`src/rtl/core/b64d_pkg.sv`:
```
// Shared types, codes and the character map of the base64 stream decoder.
`timescale 1ns / 1ps

package b64d_pkg;

   // request kinds
   localparam logic REQ_CHAR = 1'b0;
   localparam logic REQ_END  = 1'b1;

   // result kinds
   localparam logic KIND_DATA   = 1'b0;
   localparam logic KIND_STATUS = 1'b1;

   // status codes
   localparam logic [1:0] ST_OK         = 2'd0;
   localparam logic [1:0] ST_BAD_CHAR   = 2'd1;
   localparam logic [1:0] ST_EARLY_PAD  = 2'd2;
   localparam logic [1:0] ST_INCOMPLETE = 2'd3;

   // last position of a group
   localparam logic [1:0] POS_LAST = 2'd3;

   // result queue
   localparam int QUEUE_DEPTH = 8;
   localparam int PTR_W       = $clog2(QUEUE_DEPTH);
   localparam int COUNT_W     = $clog2(QUEUE_DEPTH + 1);
   localparam int MAX_PUSH    = 3;

   typedef struct packed {
      logic       item_kind;
      logic [7:0] data_byte;
      logic [1:0] status_code;
      logic       last_of_run;
   } result_type;

   typedef struct packed {
      logic [1:0]            count;
      result_type [MAX_PUSH-1:0] entry;
   } push_type;

   // bit 7 = bad character, bit 6 = pad mark, bits 5..0 = symbol value
   function automatic logic [7:0] classify(input logic [7:0] c);
      logic [7:0] sym;
      sym = 8'h80;
      case (c) inside
         [8'h41:8'h5A]: sym = c - 8'h41;
         [8'h61:8'h7A]: sym = c - 8'h61 + 8'd26;
         [8'h30:8'h39]: sym = c - 8'h30 + 8'd52;
         8'h2B:         sym = 8'd62;
         8'h2F:         sym = 8'd63;
         8'h3D:         sym = 8'h40;
         default:       sym = 8'h80;
      endcase
      return sym;
   endfunction

endpackage

```
`src/rtl/core/b64d_if.sv`:
```
// Request and response channel interfaces of the base64 stream decoder.
`timescale 1ns / 1ps

interface b64d_req_if;
   logic       valid;
   logic       ready;
   logic       req_type;
   logic [7:0] char_code;

   modport source (output valid, output req_type, output char_code, input ready);
   modport sink   (input valid, input req_type, input char_code, output ready);
endinterface

interface b64d_rsp_if;
   logic       valid;
   logic       ready;
   logic       item_kind;
   logic [7:0] data_byte;
   logic [1:0] status_code;
   logic       last_of_run;

   modport source (output valid, output item_kind, output data_byte,
                   output status_code, output last_of_run, input ready);
   modport sink   (input valid, input item_kind, input data_byte,
                   input status_code, input last_of_run, output ready);
endinterface

```
`src/rtl/core/base64_stream_decoder_unit.sv`:
```
// Top level of the base64 stream decoder: input stage, decode and result queue.
// A request is held in the input register, and any results it yields are written
//   into the queue, which offers them from its registered entries.
// Throughput: one request transaction per cycle while the queue has room; the
//   consumer drains one transaction per cycle from an 8-entry queue when ready.
// Requests stall only when fewer than three queue entries are free.
// Reset (synchronous, active high) clears group state, error latch and queue.
`timescale 1ns / 1ps

module base64_stream_decoder_unit
   import b64d_pkg::*;
(
   input  logic        clock,
   input  logic        reset,
   b64d_req_if.sink    req,
   b64d_rsp_if.source  rsp
);

   // decode stage -> queue: up to three results per character
   push_type push;
   // queue has room for a whole group's worth of bytes
   logic     space_ok;

   // input register, symbol map and group assembly
   b64d_decode u_decode (
      .clock    (clock),
      .reset    (reset),
      .req      (req),
      .space_ok (space_ok),
      .push     (push)
   );

   // results leave one per transaction, in order
   b64d_result_queue u_queue (
      .clock    (clock),
      .reset    (reset),
      .push     (push),
      .space_ok (space_ok),
      .rsp      (rsp)
   );

endmodule

```
`src/rtl/core/b64d_decode.sv`:
```
// Input register, group state and symbol decode of the base64 stream decoder.
`timescale 1ns / 1ps

module b64d_decode
   import b64d_pkg::*;
(
   input  logic      clock,
   input  logic      reset,
   b64d_req_if.sink  req,
   input  logic      space_ok,
   output push_type  push
);

   logic       in_valid_ff, in_valid_in;
   logic       in_type_ff;
   logic [7:0] in_char_ff;
   logic       fire;

   logic [1:0] pos_ff, pos_in;
   logic [6:0] held_ff [3];
   logic [6:0] held_in [3];
   logic [1:0] error_ff, error_in;

   logic [7:0] sym;
   logic       p2, p3;
   logic [5:0] v2, v3;
   logic [7:0] b0, b1, b2;
   logic [1:0] st;
   logic [1:0] k;

   assign fire      = in_valid_ff && space_ok;
   assign req.ready = !in_valid_ff || space_ok;
   assign in_valid_in = req.valid ? 1'b1 : (fire ? 1'b0 : in_valid_ff);

   always_ff @(posedge clock) begin
      if (reset) begin
         in_valid_ff <= 1'b0;
      end else begin
         in_valid_ff <= in_valid_in;
      end
      if (req.valid && req.ready) begin
         in_type_ff <= req.req_type;
         in_char_ff <= req.char_code;
      end
   end

   always_comb begin
      sym = classify(in_char_ff);
      p2  = held_ff[2][6];
      p3  = sym[6];
      v2  = p2 ? 6'd0 : held_ff[2][5:0];
      v3  = p3 ? 6'd0 : sym[5:0];
      b0  = {held_ff[0][5:0], held_ff[1][5:4]};
      b1  = {held_ff[1][3:0], v2[5:2]};
      b2  = {v2[1:0], v3};
      st  = error_ff;
      k   = 2'd1;

      pos_in     = pos_ff;
      held_in    = held_ff;
      error_in   = error_ff;
      push       = '0;

      if (fire) begin
         if (in_type_ff == REQ_END) begin
            if (error_ff == ST_OK && pos_ff != 2'd0) begin
               st = ST_INCOMPLETE;
            end
            push.count = 2'd1;
            push.entry[0] = '{item_kind: KIND_STATUS, data_byte: 8'd0,
                              status_code: st, last_of_run: 1'b1};
            pos_in   = 2'd0;
            held_in  = '{default: 7'd0};
            error_in = ST_OK;
         end else if (error_ff == ST_OK) begin
            if (sym[7]) begin
               error_in = ST_BAD_CHAR;
            end else if (pos_ff != POS_LAST) begin
               held_in[pos_ff] = sym[6:0];
               pos_in = pos_ff + 2'd1;
            end else begin
               pos_in = 2'd0;
               if (held_ff[0][6] || held_ff[1][6]) begin
                  error_in = ST_EARLY_PAD;
               end else begin
                  push.entry[0] = '{KIND_DATA, b0, ST_OK, 1'b0};
                  if (!p2) begin
                     push.entry[k] = '{KIND_DATA, b1, ST_OK, 1'b0};
                     k = k + 2'd1;
                  end
                  if (!p3) begin
                     push.entry[k] = '{KIND_DATA, b2, ST_OK, 1'b0};
                     k = k + 2'd1;
                  end
                  push.count = k;
                  push.entry[k - 2'd1].last_of_run = 1'b1;
               end
            end
         end
      end
   end

   always_ff @(posedge clock) begin
      if (reset) begin
         pos_ff   <= 2'd0;
         held_ff  <= '{default: 7'd0};
         error_ff <= ST_OK;
      end else begin
         pos_ff   <= pos_in;
         held_ff  <= held_in;
         error_ff <= error_in;
      end
   end

`ifndef SYNTH
   // a latched error only clears on an end-of-text transaction
   a_error_sticky: assert property (@(posedge clock) disable iff (reset)
      (error_ff != ST_OK && !(fire && in_type_ff == REQ_END)) |=> error_ff == $past(error_ff))
      else $error("error latch changed without end of text");
   // no data leaves once an error is latched
   a_silent_on_error: assert property (@(posedge clock) disable iff (reset)
      (error_ff != ST_OK && in_type_ff == REQ_CHAR) |-> push.count == 2'd0)
      else $error("data pushed after error");
   // end of text leaves the block in its reset state
   a_end_clears: assert property (@(posedge clock) disable iff (reset)
      (fire && in_type_ff == REQ_END) |=> (pos_ff == 2'd0 && error_ff == ST_OK))
      else $error("state not cleared by end of text");
`endif

endmodule

```
`src/rtl/core/b64d_result_queue.sv`:
```
// Result queue of the base64 stream decoder: up to three writes, one read a cycle.
`timescale 1ns / 1ps

module b64d_result_queue
   import b64d_pkg::*;
(
   input  logic        clock,
   input  logic        reset,
   input  push_type    push,
   output logic        space_ok,
   b64d_rsp_if.source  rsp
);

   result_type         mem [QUEUE_DEPTH];
   logic [PTR_W-1:0]   wr_ptr_ff, wr_ptr_in;
   logic [PTR_W-1:0]   rd_ptr_ff, rd_ptr_in;
   logic [COUNT_W-1:0] count_ff, count_in;
   logic               pop;
   result_type         head;

   assign space_ok = count_ff <= COUNT_W'(QUEUE_DEPTH - MAX_PUSH);
   assign pop      = rsp.valid && rsp.ready;
   assign head     = mem[rd_ptr_ff];

   assign rsp.valid       = count_ff != '0;
   assign rsp.item_kind   = head.item_kind;
   assign rsp.data_byte   = head.data_byte;
   assign rsp.status_code = head.status_code;
   assign rsp.last_of_run = head.last_of_run;

   assign wr_ptr_in = wr_ptr_ff + PTR_W'(push.count);
   assign rd_ptr_in = rd_ptr_ff + PTR_W'(pop);
   assign count_in  = count_ff + COUNT_W'(push.count) - COUNT_W'(pop);

   always_ff @(posedge clock) begin
      for (int i = 0; i < MAX_PUSH; i++) begin
         if (2'(i) < push.count) begin
            mem[wr_ptr_ff + PTR_W'(i)] <= push.entry[i];
         end
      end
   end

   always_ff @(posedge clock) begin
      if (reset) begin
         wr_ptr_ff <= '0;
         rd_ptr_ff <= '0;
         count_ff  <= '0;
      end else begin
         wr_ptr_ff <= wr_ptr_in;
         rd_ptr_ff <= rd_ptr_in;
         count_ff  <= count_in;
      end
   end

`ifndef SYNTH
   a_no_overflow: assert property (@(posedge clock) disable iff (reset)
      count_ff <= COUNT_W'(QUEUE_DEPTH))
      else $error("result queue overflow");
   a_push_has_room: assert property (@(posedge clock) disable iff (reset)
      push.count != 2'd0 |-> space_ok)
      else $error("push without room");
   a_pointer_gap: assert property (@(posedge clock) disable iff (reset)
      PTR_W'(wr_ptr_ff - rd_ptr_ff) == PTR_W'(count_ff))
      else $error("queue pointers disagree with count");
`endif

endmodule
```
`src/flat_wrapper.sv`:
```
// flat-port wrapper written by rule: the top's interface ports become plain ports
module base64_stream_decoder_unit_flat import b64d_pkg::*;
  (clock, reset, req_valid, req_req_type, req_char_code, req_ready, rsp_valid, rsp_item_kind, rsp_data_byte, rsp_status_code, rsp_last_of_run, rsp_ready);
  b64d_req_if req_i ();
  b64d_rsp_if rsp_i ();
  input  logic clock;
  input  logic reset;
  input wire logic [$bits(req_i.valid)-1:0] req_valid;
  input wire logic [$bits(req_i.req_type)-1:0] req_req_type;
  input wire logic [$bits(req_i.char_code)-1:0] req_char_code;
  output wire logic [$bits(req_i.ready)-1:0] req_ready;
  output wire logic [$bits(rsp_i.valid)-1:0] rsp_valid;
  output wire logic [$bits(rsp_i.item_kind)-1:0] rsp_item_kind;
  output wire logic [$bits(rsp_i.data_byte)-1:0] rsp_data_byte;
  output wire logic [$bits(rsp_i.status_code)-1:0] rsp_status_code;
  output wire logic [$bits(rsp_i.last_of_run)-1:0] rsp_last_of_run;
  input wire logic [$bits(rsp_i.ready)-1:0] rsp_ready;
  assign req_i.valid = req_valid;
  assign req_i.req_type = req_req_type;
  assign req_i.char_code = req_char_code;
  assign req_ready = req_i.ready;
  assign rsp_valid = rsp_i.valid;
  assign rsp_item_kind = rsp_i.item_kind;
  assign rsp_data_byte = rsp_i.data_byte;
  assign rsp_status_code = rsp_i.status_code;
  assign rsp_last_of_run = rsp_i.last_of_run;
  assign rsp_i.ready = rsp_ready;
  base64_stream_decoder_unit u_core (.clock(clock), .reset(reset), .req(req_i), .rsp(rsp_i));
endmodule
```
`config.mk`:
```
export PLATFORM = sky130hd
export DESIGN_NAME = base64_stream_decoder_unit_flat
export DESIGN_NICKNAME = d
export VERILOG_FILES = /design/src/rtl/core/b64d_pkg.sv /design/src/rtl/core/b64d_if.sv /design/src/rtl/core/base64_stream_decoder_unit.sv /design/src/rtl/core/b64d_decode.sv /design/src/rtl/core/b64d_result_queue.sv /design/src/flat_wrapper.sv
export SDC_FILE = /design/constraint.sdc
export NUM_CORES = 1
export LEC_CHECK = 0
export BUFFER_PORTS_ARGS = -buffer_cell sky130_fd_sc_hd__buf_2
export CELL_PAD_IN_SITES_DETAIL_PLACEMENT = 0
export CELL_PAD_IN_SITES_GLOBAL_PLACEMENT = 1
export CORE_ASPECT_RATIO = 2
export CORE_MARGIN = 10
export CORE_UTILIZATION = 45
export DETAILED_ROUTE_END_ITERATION = 10
export GPL_TIMING_DRIVEN = 0
export PLACE_DENSITY = 0.88
export SLEW_MARGIN = 20
export SYNTH_ARGS = -nofsm -noshare
export SYNTH_HDL_FRONTEND = slang
export SYNTH_SLANG_ARGS = --single-unit
```
`constraint.sdc`:
```
create_clock -name clock -period 4.1 [get_ports clock]
set_clock_uncertainty 0.15 [all_clocks]
set_input_delay 0.82 -clock clock [delete_from_list [all_inputs] [get_ports clock]]
set_output_delay 0.82 -clock clock [all_outputs]
set_load 0.005 [all_outputs]
```
==> results.txt <==
The flow ran to the end, and the final reports show no timing, DRC or antenna violations. The root buffer cell is clkbuf_16. For this run, the detailed router's first-pass iteration total came to 5. The number of pins exceeding their max-slew limit in the final report came to 0. The startpoint identified for the worst register-to-register timing path is u_core.u_decode.in_char_ff[3]$_DFFE_PP_. The routed wirelength normalized by instance count came out at between 20 and 30 um.

CTS built an H-tree with a depth of 4. The post-synthesis async set-or-reset flop share came out at 0. The top cell type's share of synthesized area is 0.365. Counting flops and latches in the post-synthesis netlist gives approximately 140. The post-synth net total came out at ~900. After the first detailed-routing iteration, the DRC count stood at roughly 590.

STA classifies the critical path endpoint as a flip-flop. The I/O pin count is 27. The cell area that synthesis handed to floorplanning was 8630 um2. Fill cells in the final layout number about 1700. After layout, the worst setup slack is 0.0442 ns. The relative area change from synthesis to final layout is 18.2%. The arrival time of the worst setup path is between 4 and 5 ns.

Summed over all layers, the routed wires come to about 31 mm. The minimum clock period came out at a little over 4 ns. The transition time at the pin with the least slew margin is about 1.1 ns. The worst slew margin relative to its limit is 0.282. The standby leakage power is between 0.003 and 0.004 uW. The combined flip-flop and latch cell area is approximately 3900 um2. The largest area contributor in the synthesized netlist is edfxtp_1. The detailed router placed about 7600 vias in this run. Yosys attributes the largest share of cell area to edfxtp_1 37%, dfxtp_1 8.4%, mux4_2 6.3%. The number of cells in the finished layout apart from fillers is 1193. Timing would allow up to between 0.2 and 0.25 GHz.

The remaining design rule violation count came out at 0. The signal on the critical path passes through clkbuf_4, inv_1, ha_2, and4bb_2, xnor2_2, a21o_1, ha_1, or3_4, nor4_4, nand3_1, buf_2, o21ai_0, a21o_4. The number of global-route vias before repair is around 7700. The warning count from the yosys run came out at 0.

The netlist uses 64 different library cells. Counting cells, the worst reg-to-reg path comes to 13. The startpoint identified for the worst hold timing path is u_core.u_decode.held_ff[4]$_SDFFE_PP0P_. Of the synthesized area, sequential elements account for 0.449. The count of nets left with antenna violations once routing finished came out at 0.

Measured along the y axis, the die boundary spans ~220 um. The number of antenna violations at the first check in global routing came out at 0. The worst register-to-register path has a setup slack of 0.04 ns. The cell total after placement came out at ~1100.

The die footprint came out at 25400 um2. The area of the core is 18800 um2. For this design the ratio of total power to cell area is 412 nW/um2. The total area of multi-input combinational cells came out at 4660 um2. Counting instances, the worst hold path has a depth of 1. The share of the cycle needed by the critical path after routing is 0.989. The maximum fanout along the worst path is 12. The count of inserted antenna diode cells is 0.

Clock-pin slew was measured on the worst setup and hold paths at 0.06 ns. The critical path's largest stage delay is between 0.4 and 0.5 ns. The number of CTS-inserted buffers is 17. The worst register-to-register path ends at u_core.u_queue.mem[6][8]$_DFFE_PP_. After global routing the overflow that remains totals 0. The data required time of the critical path came out at roughly 4 ns. Across the run, the number of max-cap violations was 0.

The worst setup timing slack at the placement stage came out at -0.962 ns. Across every metal layer, demand over resource in global routing totals 0.238. The cell with the largest stage delay on the worst path is edfxtp_1. The sum of negative setup slack came out at 0 ns. The largest net degree at the start of global routing came out at 17. The source-to-sink clock delay at the later pin of the worst-skew pair came out at around 0.44 ns. The number of hold-slack violations in the final timing report came out at 0. The maximum vdd ir drop came out at 275 uV. The last weighted congestion value of the routability-driven placer is ~0.99.

The average instance in the mapped netlist occupies around 10 um2. In the routed layout, each cell is associated on average with a via count of between 6 and 7. The worst setup path is launched from a flip-flop. The number of instances in the synthesized netlist came out at approximately 860. The clock net in this run drives a total of between 100 and 150 sinks.

Leaving out fill and tap cells, the most frequent cells in the layout are 105 x edfxtp_1, 92 x nor2_1, 67 x nand2_1. The wire length of the first global-routing pass is roughly 46 mm. The width of the chip is ~120 um.

The count of flip-flops with a built-in enable after synthesis is around 110. The clock tree from TritonCTS is done. The net count reported at finish is approximately 970. The most used flip-flop cell after synthesis is edfxtp_1.

The ratio of cells with drive above 1 in the final layout came out at 0.209. The endpoint of the worst hold path is u_core.u_decode.held_ff[4]$_SDFFE_PP0P_. The critical setup path kind is reg2reg. The number of rows in the core area is 71. For this configuration, the core starts out at a cell density of 0.458.

The cts-stage hold buffer count is 0. The tightest min-delay check is of the reg2reg type. The total power is about 4200 uW. The number of port buffers came out at 26. Detailed placement finished with a half-perimeter wire length of ~22 mm. In this run the deepest clock path goes through 2 buffers.

Leaving out fill and tap cells, the most frequent cell in the layout is edfxtp_1. The final-report setup violation count is 0.
-- per-stage QoR --
stage | utilization | hold slack, ns | instance area [um2]
2_1_floorplan | - | 0.275 | 8630
3_3_place_gp | 0.482 | 0.294 | 9080
3_5_place_dp | 0.484 | 0.297 | 9120
4_1_cts | 0.529 | 0.316 | 9970
5_1_grt | 0.541 | 0.332 | 10200
6_report | 0.541 | 0.314 | 10200
-- timing repair --
| item | 4_1_cts | 5_1_grt |
|---|---|---|
| pin swaps | 2 | 4 |
| endpoints found under the setup margin | 171 | 145 |
| cloned | 3 | 1 |
| gates resized for setup | 45 | 46 |
| setup buffers | 7 | 15 |
-- flip-flops by register name, indices dropped and copies added, names as in the netlist --
register,cells
u_core.u_queue.mem,96
u_core.u_decode.held_ff,9
u_core.u_decode.b0,8
u_core.u_decode.in_char_ff,8
u_core.u_decode.b1,4
u_core.u_queue.count_ff,4
u_core.u_queue.rd_ptr_ff,3
u_core.u_queue.wr_ptr_ff,3
u_core.u_decode.error_ff,2
u_core.u_decode.pos_ff,2
u_core.u_decode.in_type_ff,1
u_core.u_decode.in_valid_ff,1
-- routing by layer --
metal | up-vias | share of wire | global-route usage
li1 | 3400 | - | -
met1 | 3601 | 0.33 | 0.235
met2 | 416 | 0.53 | 0.431
met3 | 150 | 0.060 | 0.0350
met4 | 0 | 0.086 | 0.192
met5 | - | 0 | 0
-- worst max-delay path: cells and delay by family (launching register included) --
kind | cells | cell delay [ns]
AND/OR/NAND/NOR | 4 | 0.99
adder cells (fa/ha/maj) | 2 | 0.63
flip-flops | 1 | 0.43
XOR/XNOR | 1 | 0.10
AO/OA/AOI/OAI | 3 | 0.81
buffers and inverters | 3 | 0.59
-- kinds of logic (layout without fill, tap and decap cells) --
group	after synthesis	in the layout	synth area share
AOI/OAI and AO/OA	234	238	0.198
and+or+nand+nor	309	309	0.177
buffers and inverters	97	175	0.0438
muxes	36	36	0.0783
xor gates and xnor gates	10	10	0.0102
adders and majority gates	29	29	0.0438
DFF	141	141	0.449
-- power by group --
part | internal (uW) | switching, uW | leakage, uW
clock network | 1010 | 617 | 0.000290
registers | 1580 | 37.7 | 0.00140
logic | 410 | 552 | 0.00187
-- worst max path at each step --
stage	slack [ns]	to	from	depth (start not counted)
2_1_floorplan	0.22	u_core.u_queue.mem[2][0]$_DFFE_PP_	u_core.u_decode.in_char_ff[2]$_DFFE_PP_	10
3_3_place_gp	-0.96	u_core.u_queue.mem[1][6]$_DFFE_PP_	u_core.u_decode.in_char_ff[2]$_DFFE_PP_	14
3_5_place_dp	-0.96	u_core.u_queue.mem[1][6]$_DFFE_PP_	u_core.u_decode.in_char_ff[2]$_DFFE_PP_	14
4_1_cts	-0.02	u_core.u_queue.mem[3][0]$_DFFE_PP_	u_core.u_decode.in_char_ff[2]$_DFFE_PP_	14
5_1_grt	-0.02	u_core.u_queue.mem[0][11]$_SDFFCE_PP0P_	u_core.u_decode.in_char_ff[3]$_DFFE_PP_	14
6_report	0.04	u_core.u_queue.mem[6][8]$_DFFE_PP_	u_core.u_decode.in_char_ff[3]$_DFFE_PP_	13
-- synth_stat cells (16+ instances only) --
| master | number |
|---|---|
| nor3_1 | 18 |
| dfxtp_1 | 36 |
| and2_1 | 16 |
| o21ai_0 | 63 |
| edfxtp_1 | 105 |
| inv_1 | 24 |
| ha_1 | 27 |
| a22o_1 | 17 |
| o32ai_1 | 16 |
| clkbuf_1 | 43 |
| nor2_1 | 96 |
| buf_1 | 18 |
| nand3_1 | 40 |
| o21a_1 | 17 |
| mux4_2 | 24 |
| nand2_1 | 67 |
-- layout make-up --
| type | count | area share |
|---|---|---|
| flip-flops and latches | 141 | 0.380 |
| repair buffers | 54 | 0.0334 |
| multi-input cells | 622 | 0.457 |
| well taps | 255 | 0.0313 |
| plain buffers | 65 | 0.0298 |
| clock buffers | 19 | 0.0425 |
| inverters | 25 | 0.00920 |
| clock inverters | 12 | 0.0167 |
No activity file was read; power rests on OpenSTA's default activity.
